<file path="src/rtl/upf_pkg.sv">
`default_nettype none
// ----------------------------------------------------------------------------
// upf_pkg: shared types and constants of the udp source port payload filter
// Item structs for both channels, the record passed from the parser to the
// emitter, verdict and kind codes, register indexes and reset values.
// ----------------------------------------------------------------------------
package upf_pkg;

  // default build parameters
  localparam int PAYLOAD_MAX_DEFAULT       = 512;
  localparam int LINK_HEADER_BYTES_DEFAULT = 14;
  localparam int QUEUE_DEPTH_DEFAULT       = 4;

  // configuration port
  localparam int CFG_INDEX_W = 1;
  localparam int CFG_DATA_W  = 16;
  localparam logic [CFG_INDEX_W-1:0] CFG_MATCH_PORT     = 1'd0;
  localparam logic [CFG_INDEX_W-1:0] CFG_MATCH_PROTOCOL = 1'd1;
  localparam logic [15:0] MATCH_PORT_RESET     = 16'd53;
  localparam logic [7:0]  MATCH_PROTOCOL_RESET = 8'd17;

  // result item kinds
  localparam logic ITEM_PAYLOAD = 1'b0;
  localparam logic ITEM_VERDICT = 1'b1;

  // end-of-frame verdicts
  localparam logic [2:0] VERDICT_ACCEPTED   = 3'd0;
  localparam logic [2:0] VERDICT_SHORT      = 3'd1;
  localparam logic [2:0] VERDICT_PROTOCOL   = 3'd2;
  localparam logic [2:0] VERDICT_HDR_LENGTH = 3'd3;
  localparam logic [2:0] VERDICT_PORT       = 3'd4;
  localparam logic [2:0] VERDICT_EMPTY      = 3'd5;
  localparam logic [2:0] VERDICT_TRUNCATED  = 3'd6;

  // one input item
  typedef struct packed {
    logic [7:0] frame_byte;
    logic       frame_end;
  } frame_t;

  // one result item
  typedef struct packed {
    logic       item_kind;
    logic [7:0] payload_byte;
    logic [2:0] verdict;
    logic [8:0] payload_length;
    logic       run_last;
  } result_t;

  // what one frame byte produced: a payload byte, a verdict, or both
  typedef struct packed {
    logic       has_payload;
    logic [7:0] payload_byte;
    logic       has_verdict;
    logic [2:0] verdict;
    logic [8:0] payload_length;
  } rec_t;

  // head of the record queue as seen by the emitter
  typedef struct packed {
    logic valid;
    rec_t rec;
  } head_t;

endpackage
`default_nettype wire

</file>
<file path="src/rtl/upf_parser.sv">
`default_nettype none
// ----------------------------------------------------------------------------
// upf_parser: frame parser and classifier
// Tracks the byte position, captures header fields, decides for each byte
// whether it is passed on as payload and, on the last byte, the verdict.
// ----------------------------------------------------------------------------
module upf_parser #(
  parameter int PAYLOAD_MAX       = upf_pkg::PAYLOAD_MAX_DEFAULT,
  parameter int LINK_HEADER_BYTES = upf_pkg::LINK_HEADER_BYTES_DEFAULT
) (
  input  wire logic                               clk,
  input  wire logic                               rst,
  input  wire logic                               accept,
  input  wire upf_pkg::frame_t                    frame,
  input  wire logic                               cfg_write,
  input  wire logic [upf_pkg::CFG_INDEX_W-1:0]    cfg_index,
  input  wire logic [upf_pkg::CFG_DATA_W-1:0]     cfg_data,
  output logic                                    rec_write,
  output upf_pkg::rec_t                           rec
);
  import upf_pkg::*;

  localparam int MLEN_W = $clog2(PAYLOAD_MAX);
  localparam logic [15:0] LINK_POS  = 16'(LINK_HEADER_BYTES);
  localparam logic [15:0] PROTO_POS = 16'(LINK_HEADER_BYTES + 9);
  localparam logic [16:0] MIN_LEN   = 17'(LINK_HEADER_BYTES + 28);

  // configuration registers
  logic [15:0] match_port;
  logic [7:0]  match_protocol;

  // per-frame state
  logic [15:0]       pos;
  logic              hdr_ok;
  logic [15:0]       udp_pos;
  logic [15:0]       off_pos;
  logic [7:0]        proto;
  logic [15:0]       port;
  logic [15:0]       ulen;
  logic [MLEN_W-1:0] mlen;

  logic [15:0]       pos_next;
  logic              hdr_ok_next;
  logic [15:0]       udp_pos_next;
  logic [15:0]       off_pos_next;
  logic [7:0]        proto_next;
  logic [15:0]       port_next;
  logic [15:0]       ulen_next;
  logic [MLEN_W-1:0] mlen_next;

  logic [7:0]        b;
  logic [5:0]        ihl_new;
  logic              in_udp;
  logic              pass;
  logic [16:0]       len;
  logic [15:0]       port_eff;
  logic [MLEN_W-1:0] mlen_eff;
  logic [2:0]        verdict;
  logic [15:0]       mlen_wide;

  assign b       = frame.frame_byte;
  assign ihl_new = {b[3:0], 2'b00};
  assign in_udp  = (pos > LINK_POS) && hdr_ok;

  // header field capture
  always_comb begin
    pos_next     = (pos == 16'hffff) ? pos : pos + 16'd1;
    hdr_ok_next  = hdr_ok;
    udp_pos_next = udp_pos;
    off_pos_next = off_pos;
    proto_next   = proto;
    port_next    = port;
    ulen_next    = ulen;
    mlen_next    = mlen;
    if (pos == LINK_POS) begin
      hdr_ok_next  = (ihl_new >= 6'd20) && (ihl_new <= 6'd60);
      udp_pos_next = LINK_POS + 16'(ihl_new);
      off_pos_next = LINK_POS + 16'(ihl_new) + 16'd8;
    end
    if (pos == PROTO_POS) begin
      proto_next = b;
    end
    if (in_udp) begin
      if (pos == udp_pos) begin
        port_next = {b, 8'h00};
      end else if (pos == udp_pos + 16'd1) begin
        port_next = {port[15:8], b};
      end else if (pos == udp_pos + 16'd4) begin
        ulen_next = {b, 8'h00};
      end else if (pos == udp_pos + 16'd5) begin
        ulen_next = {ulen[15:8], b};
        mlen_next = (ulen_next > 16'd8) ? MLEN_W'(ulen_next - 16'd8) : '0;
      end
    end
  end

  // payload window check
  assign pass = in_udp && (proto == match_protocol) && (port == match_port)
             && (mlen != '0) && (pos >= off_pos)
             && ({1'b0, pos} < ({1'b0, off_pos} + 17'(mlen)));

  // end-of-frame verdict in order of checks
  assign len      = {1'b0, pos} + 17'd1;
  assign port_eff = (len >= {1'b0, udp_pos} + 17'd2) ? port_next : 16'd0;
  assign mlen_eff = (len >= {1'b0, udp_pos} + 17'd6) ? mlen_next : '0;
  assign mlen_wide = 16'(mlen_eff);

  always_comb begin
    if (len < MIN_LEN) begin
      verdict = VERDICT_SHORT;
    end else if (proto_next != match_protocol) begin
      verdict = VERDICT_PROTOCOL;
    end else if (!hdr_ok_next) begin
      verdict = VERDICT_HDR_LENGTH;
    end else if (port_eff != match_port) begin
      verdict = VERDICT_PORT;
    end else if (mlen_eff == '0) begin
      verdict = VERDICT_EMPTY;
    end else if (len < ({1'b0, off_pos} + 17'(mlen_eff))) begin
      verdict = VERDICT_TRUNCATED;
    end else begin
      verdict = VERDICT_ACCEPTED;
    end
  end

  // record for the queue
  always_comb begin
    rec_write          = accept && (pass || frame.frame_end);
    rec.has_payload    = pass;
    rec.payload_byte   = pass ? b : 8'd0;
    rec.has_verdict    = frame.frame_end;
    rec.verdict        = frame.frame_end ? verdict : VERDICT_ACCEPTED;
    rec.payload_length = (frame.frame_end && ((verdict == VERDICT_ACCEPTED)
                         || (verdict == VERDICT_TRUNCATED))) ? mlen_wide[8:0] : 9'd0;
  end

  // configuration registers
  always_ff @(posedge clk) begin
    if (rst) begin
      match_port     <= MATCH_PORT_RESET;
      match_protocol <= MATCH_PROTOCOL_RESET;
    end else if (cfg_write) begin
      case (cfg_index)
        CFG_MATCH_PORT:     match_port     <= cfg_data;
        CFG_MATCH_PROTOCOL: match_protocol <= cfg_data[7:0];
        default:            ;
      endcase
    end
  end

  // frame state, cleared after every frame end
  always_ff @(posedge clk) begin
    if (rst || (accept && frame.frame_end)) begin
      pos     <= 16'd0;
      hdr_ok  <= 1'b0;
      udp_pos <= LINK_POS;
      off_pos <= LINK_POS + 16'd8;
      proto   <= 8'd0;
      port    <= 16'd0;
      ulen    <= 16'd0;
      mlen    <= '0;
    end else if (accept) begin
      pos     <= pos_next;
      hdr_ok  <= hdr_ok_next;
      udp_pos <= udp_pos_next;
      off_pos <= off_pos_next;
      proto   <= proto_next;
      port    <= port_next;
      ulen    <= ulen_next;
      mlen    <= mlen_next;
    end
  end

`ifndef NO_ASSERTIONS
  // a frame end restarts the byte count
  a_frame_restart: assert property (@(posedge clk) disable iff (rst)
    accept && frame.frame_end |=> pos == 16'd0)
    else $error("byte position not cleared after frame end");

  // payload never passes outside a good header
  a_pass_hdr: assert property (@(posedge clk) disable iff (rst)
    pass |-> hdr_ok && (mlen != '0))
    else $error("payload passed without a valid header");
`endif

endmodule
`default_nettype wire

</file>
<file path="src/rtl/upf_queue.sv">
`default_nettype none
// ----------------------------------------------------------------------------
// upf_queue: record queue between parser and emitter
// Small circular buffer of parser records so that either side may stall.
// ----------------------------------------------------------------------------
module upf_queue #(
  parameter int DEPTH = upf_pkg::QUEUE_DEPTH_DEFAULT
) (
  input  wire logic          clk,
  input  wire logic          rst,
  input  wire logic          wr_en,
  input  wire upf_pkg::rec_t wr_rec,
  output logic               full,
  input  wire logic          rd_en,
  output upf_pkg::head_t     head
);
  import upf_pkg::*;

  localparam int PTR_W = $clog2(DEPTH);
  localparam int CNT_W = $clog2(DEPTH + 1);
  localparam logic [PTR_W-1:0] LAST_PTR = PTR_W'(DEPTH - 1);
  localparam logic [CNT_W-1:0] FULL_CNT = CNT_W'(DEPTH);
  localparam logic [PTR_W-1:0] PTR_ONE  = PTR_W'(1);
  localparam logic [CNT_W-1:0] CNT_ONE  = CNT_W'(1);

  rec_t             entries [DEPTH];
  logic [PTR_W-1:0] wr_ptr;
  logic [PTR_W-1:0] rd_ptr;
  logic [CNT_W-1:0] count;

  assign full       = (count == FULL_CNT);
  assign head.valid = (count != '0);
  assign head.rec   = entries[rd_ptr];

  // storage
  always_ff @(posedge clk) begin
    if (wr_en) begin
      entries[wr_ptr] <= wr_rec;
    end
  end

  // pointers and fill count
  always_ff @(posedge clk) begin
    if (rst) begin
      wr_ptr <= '0;
      rd_ptr <= '0;
      count  <= '0;
    end else begin
      if (wr_en) begin
        wr_ptr <= (wr_ptr == LAST_PTR) ? '0 : wr_ptr + PTR_ONE;
      end
      if (rd_en) begin
        rd_ptr <= (rd_ptr == LAST_PTR) ? '0 : rd_ptr + PTR_ONE;
      end
      if (wr_en && !rd_en) begin
        count <= count + CNT_ONE;
      end else if (rd_en && !wr_en) begin
        count <= count - CNT_ONE;
      end
    end
  end

`ifndef NO_ASSERTIONS
  // no overflow and no underflow
  a_no_overflow: assert property (@(posedge clk) disable iff (rst)
    !(wr_en && full) && !(rd_en && !head.valid))
    else $error("queue written when full or read when empty");
`endif

endmodule
`default_nettype wire

</file>
<file path="src/rtl/upf_emitter.sv">
`default_nettype none
// ----------------------------------------------------------------------------
// upf_emitter: result item emitter
// Turns the head record into one or two result items, payload byte first.
// ----------------------------------------------------------------------------
module upf_emitter (
  input  wire logic            clk,
  input  wire logic            rst,
  input  wire upf_pkg::head_t  head,
  output logic                 rd_en,
  output logic                 empty,
  input  wire logic            pop,
  output upf_pkg::result_t     result
);
  import upf_pkg::*;

  // set once the payload half of a two-item record has been taken
  logic sent_payload;
  logic show_payload;
  logic take;

  assign empty        = !head.valid;
  assign show_payload = head.rec.has_payload && !sent_payload;
  assign take         = pop && head.valid;

  // result item from the head record
  always_comb begin
    result.item_kind      = show_payload ? ITEM_PAYLOAD : ITEM_VERDICT;
    result.payload_byte   = show_payload ? head.rec.payload_byte : 8'd0;
    result.verdict        = show_payload ? VERDICT_ACCEPTED : head.rec.verdict;
    result.payload_length = show_payload ? 9'd0 : head.rec.payload_length;
    result.run_last       = !show_payload;
  end

  // record retires after its last item
  assign rd_en = take && !(show_payload && head.rec.has_verdict);

  always_ff @(posedge clk) begin
    if (rst) begin
      sent_payload <= 1'b0;
    end else if (take) begin
      sent_payload <= show_payload && head.rec.has_verdict;
    end
  end

`ifndef NO_ASSERTIONS
  // a split record is waiting only for its verdict
  a_split_head: assert property (@(posedge clk) disable iff (rst)
    sent_payload |-> head.valid && head.rec.has_verdict)
    else $error("split record without a pending verdict");

  // the verdict item is the one that closes a run
  a_run_last: assert property (@(posedge clk) disable iff (rst)
    !empty |-> (result.run_last == result.item_kind))
    else $error("run_last does not match item kind");
`endif

endmodule
`default_nettype wire

</file>
<file path="src/rtl/udp_source_port_payload_filter.sv">
`default_nettype none
// ----------------------------------------------------------------------------
// udp_source_port_payload_filter: udp source port filter and payload extractor
// Input queue port: push a frame byte with frame_end on its last byte while
// full is low; one byte is taken every cycle. The parser classifies the byte
// at once and writes a record into a small queue; the emitter reads it.
// Result queue port: while empty is low the oldest item is on result; pop
// takes it. Payload bytes inside the UDP payload window come out as they
// arrive; the last byte of every frame adds one verdict item (run_last high).
// The input takes one byte per cycle while full is low; a byte that yields
// both a payload item and a verdict needs two pops. When the receiver stalls
// the queue fills and full rises. Reset (rst, synchronous) empties the queue,
// clears the frame state and loads the match registers with port 53 and
// protocol 17. The user writes the registers through cfg_write, cfg_index
// and cfg_data only while the block is idle; the block does not enforce it.
// ----------------------------------------------------------------------------
module udp_source_port_payload_filter #(
  parameter int PAYLOAD_MAX       = upf_pkg::PAYLOAD_MAX_DEFAULT,
  parameter int LINK_HEADER_BYTES = upf_pkg::LINK_HEADER_BYTES_DEFAULT,
  parameter int QUEUE_DEPTH       = upf_pkg::QUEUE_DEPTH_DEFAULT
) (
  input  wire logic                            clk,
  input  wire logic                            rst,
  input  wire logic                            push,
  output logic                                 full,
  input  wire upf_pkg::frame_t                 frame,
  output logic                                 empty,
  input  wire logic                            pop,
  output upf_pkg::result_t                     result,
  input  wire logic                            cfg_write,
  input  wire logic [upf_pkg::CFG_INDEX_W-1:0] cfg_index,
  input  wire logic [upf_pkg::CFG_DATA_W-1:0]  cfg_data
);
  import upf_pkg::*;

  logic  accept;
  logic  rec_write;
  rec_t  rec;
  head_t head;
  logic  rd_en;

  assign accept = push && !full;

  // front: parse and classify
  upf_parser #(
    .PAYLOAD_MAX       (PAYLOAD_MAX),
    .LINK_HEADER_BYTES (LINK_HEADER_BYTES)
  ) u_parser (
    .clk       (clk),
    .rst       (rst),
    .accept    (accept),
    .frame     (frame),
    .cfg_write (cfg_write),
    .cfg_index (cfg_index),
    .cfg_data  (cfg_data),
    .rec_write (rec_write),
    .rec       (rec)
  );

  // decoupling queue
  upf_queue #(
    .DEPTH (QUEUE_DEPTH)
  ) u_queue (
    .clk    (clk),
    .rst    (rst),
    .wr_en  (rec_write),
    .wr_rec (rec),
    .full   (full),
    .rd_en  (rd_en),
    .head   (head)
  );

  // back: emit result items
  upf_emitter u_emitter (
    .clk    (clk),
    .rst    (rst),
    .head   (head),
    .rd_en  (rd_en),
    .empty  (empty),
    .pop    (pop),
    .result (result)
  );

endmodule
`default_nettype wire

</file>
<file path="config.mk">
export PLATFORM = sky130hd
export DESIGN_NAME = udp_source_port_payload_filter
export DESIGN_NICKNAME = d
export VERILOG_FILES = /design/src/rtl/upf_pkg.sv /design/src/rtl/upf_parser.sv /design/src/rtl/upf_queue.sv /design/src/rtl/upf_emitter.sv /design/src/rtl/udp_source_port_payload_filter.sv
export SDC_FILE = /design/constraint.sdc
export NUM_CORES = 1
export LEC_CHECK = 0
export BUFFER_PORTS_ARGS = -buffer_cell sky130_fd_sc_hd__buf_2
export CORE_MARGIN = 3
export CORE_UTILIZATION = 40
export CTS_BUF_LIST = sky130_fd_sc_hd__clkbuf_4 sky130_fd_sc_hd__clkbuf_8 sky130_fd_sc_hd__clkbuf_16
export DETAILED_ROUTE_END_ITERATION = 6
export SLEW_MARGIN = 0
export SYNTH_ARGS = -nofsm -noshare
export SYNTH_HDL_FRONTEND = slang
export SYNTH_HIERARCHICAL = 1
export SYNTH_SLANG_ARGS = --single-unit
</file>
<file path="constraint.sdc">
create_clock -name clk -period 6.9 [get_ports clk]
set_input_delay 1.38 -clock clk [delete_from_list [all_inputs] [get_ports clk]]
set_output_delay 1.38 -clock clk [all_outputs]
set_load 0.005 [all_outputs]
</file>
==> impl_metrics.json <==
{
  "outcome": "completed",
  "drt_iter0_drc": 630,
  "crit_required_ps": 7070,
  "post_drt_via_cell_ratio": 5.59,
  "start_util": 0.409,
  "ios": 55,
  "placed_cell_area_mm2": 0.0120,
  "arrival_ps": 5860,
  "cts_hold_buf": 0,
  "ys_seq_area_frac": 0.409,
  "rsz0062_at_grt": "no",
  "dieArea_mm2": 0.0307,
  "portBuffers": 54,
  "synth-async-reset-ratio": 0,
  "r2r_start": "u_parser/pos[1]",
  "power_uw": 2820,
  "min_path_type": "reg -> reg",
  "min_from": "u_parser/port[9]",
  "fin_cells": 1570,
  "grt_overflow_total": 0,
  "yosys_warnings": 6,
  "cp-end-kind": "register",
  "vdd_ir_drop_max_v": 0.000125,
  "cts.path.max_buffers": 2,
  "synth.net_count": 1250,
  "first_pass_iters": 5,
  "clkLatencyLatePin_ps": 430,
  "crit_start": "u_parser/pos[1]",
  "drv_slew": 0,
  "core_mm2": 0.0280,
  "grt_pass1_vias": 8466,
  "final_net_count": 1277,
  "drtAntennaViolNets": 0,
  "clock-root-buffer": "clkbuf_16",
  "avgSynthCellArea_um2": 9.95,
  "synth-seq-cells": 190,
  "htreeDepth": 4,
  "slew_headroom": 0.285,
  "worst_setup_path_start_kind": "register",
  "place_inst": 1538,
  "skew_ps": 14.6,
  "syn_inst": 1152,
  "clkTransAtPathRegs_ps": 70,
  "n_antenna_cell": 0,
  "numCtsBuffers": 17,
  "cts_tree": "yes",
  "drc": 0,
  "num_rows": 61,
  "fin_crit_ps": 5700,
  "drive_gt1_frac": 0.160,
  "place_congestion": 0.938,
  "cts_resized": 0,
  "drv_cap": 0,
  "fin_area_mm2": 0.0126,
  "finalSetupTns_ps": 0,
  "synth.cell_area_mm2": 0.0115,
  "vias": 8776,
  "grt_antenna_before_repair": 0,
  "grt_max_degree": 65,
  "grt_pass1_wl_um": 47600,
  "leakage_uw": 0.00475,
  "fin_crit_sh": 0.825,
  "hold_violations": 0,
  "routedWlPerCell_um": 19.0,
  "synth-edff-count": 88,
  "pwr_density_cell_mw_per_mm2": 224,
  "wl_um": 29800,
  "synthFlopType": "dfxtp_1",
  "fmax_mhz": 176,
  "grtUsageTotal": 0.196,
  "dpl.hpwl_um": 21400,
  "tightest_slew_ps": 1070,
  "ys_types": 94,
  "areaGrowthSynthToFinish_pct": 9.85,
  "path_class": "reg -> reg",
  "die_w_um": 175,
  "setup_viol_count_final": 0,
  "post_cts_buffers": 0,
  "crit_fanout": 13,
  "clock_sinks": 190,
  "die-height_um": 175
}
sequential cells by signal, indices dropped and copies added, names as in the netlist, 8 cells and up, named ones only:
signal / flops
u_queue/entries: 88
u_parser/match_port: 16
u_parser/port: 16
u_parser/pos: 16
u_parser/mlen: 9
u_parser/match_protocol: 8
u_parser/proto: 8
u_parser/ulen: 8
power by group:
group	switching (uW)	internal (uW)	total [uW]
logic	298	253	550
clock network	465	538	1000
registers	44.5	1220	1270
total	807	2010	2820
metal layers:
metal  vias to the layer above  share of wire  GRT usage
met5                         -              0          0
met4                         0          0.015     0.0502
met3                        29          0.050     0.0288
met2                       273           0.47      0.316
met1                      4234           0.47      0.277
li1                       4240              -          -
logic make-up (layout without fill, tap and decap cells):
| group | Yosys count | count (layout) | synth area share |
|---|---|---|---|
| AOI/OAI and AO/OA | 211 | 211 | 0.122 |
| xor gates and xnor gates | 79 | 79 | 0.0616 |
| adders and majority gates | 67 | 67 | 0.0751 |
| buffers and inverters | 100 | 140 | 0.0435 |
| DFF | 190 | 190 | 0.409 |
| muxes | 65 | 65 | 0.0817 |
| and+or+nand+nor | 440 | 440 | 0.208 |
per-stage QoR:
stage / hold WS [ps] / setup slack, ps / utilization
after detailed placement: 461 / 1140 / 0.428
after floorplan: 444 / 1450 / -
after global routing: 497 / 779 / 0.450
final: 469 / 1200 / 0.450
after global placement: 454 / 1280 / 0.428
after CTS: 470 / 1250 / 0.450
critical path: stages, from the launching register on:
cell and delay, ps:
dfxtp_1 540, ha_1 400, and4_1 290, nand2_1 140, xnor2_1 400, ha_1 320
a21o_1 160, a21oi_1 120, o21ai_0 100, nor2_1 110, buf_4 220, nor2_1 100
fa_1 440, a21o_1 170, a21oi_1 230, o21bai_1 100, a21oi_1 250, xor2_1 120
ha_1 310, nand4_1 100, a21oi_1 150, o31ai_1 100, a21bo_2 230, and2_1 140
o21a_1 200
placed cells by master (no fill, tap or decap), types with 18 or more instances in the layout:
cell type,synthesis,layout
edfxtp_1,88,88
xnor2_1,44,44
o21ai_0,28,28
dfxtp_1,102,102
inv_1,35,35
a21oi_1,77,77
xor2_1,33,33
nand4_1,18,18
ha_1,64,64
buf_2,12,54
buf_4,6,18
nor3_1,18,18
mux4_2,20,20
nand2_1,102,102
nor2_1,120,120
mux2i_1,40,40
and2_1,21,21
nand3_1,31,31
final cells by class:
class	count	area, um2
fill	2686	15400
multi-input combinational	862	6290
sequential	190	4680
tap	378	473
clock buffer	20	460
timing repair buffer	72	405
clock inverter	12	145
inverter	36	138
path summary, 6_finish.rpt:
check                                         endpoint  slack [ps]  cells past startpoint
worst max-delay path            u_queue/entries[0][11]        1200                     24
worst min-delay path                  u_parser/port[9]         470                      2
worst max register to register  u_queue/entries[0][11]        1200                     24
worst min register to register        u_parser/port[9]         470                      2
cells in the mapped netlist, drive strengths merged, types with 15 or more instances:
cell	number	share of area
xor2	33	0.025
edfxtp	88	0.23
nand4	22	0.015
o21ai	32	0.014
nor2	128	0.044
mux2i	40	0.035
a21o	16	0.010
clkbuf	37	0.014
inv	36	0.012
xnor2	46	0.036
mux4	22	0.044
a21oi	77	0.034
buf	27	0.018
dfxtp	102	0.18
nor2b	17	0.011
nand3	31	0.014
ha	64	0.070
nor4	15	0.013
and2	41	0.026
nand2	103	0.034
nor3	25	0.015
Note: power is estimated with default switching activity, not from simulation.
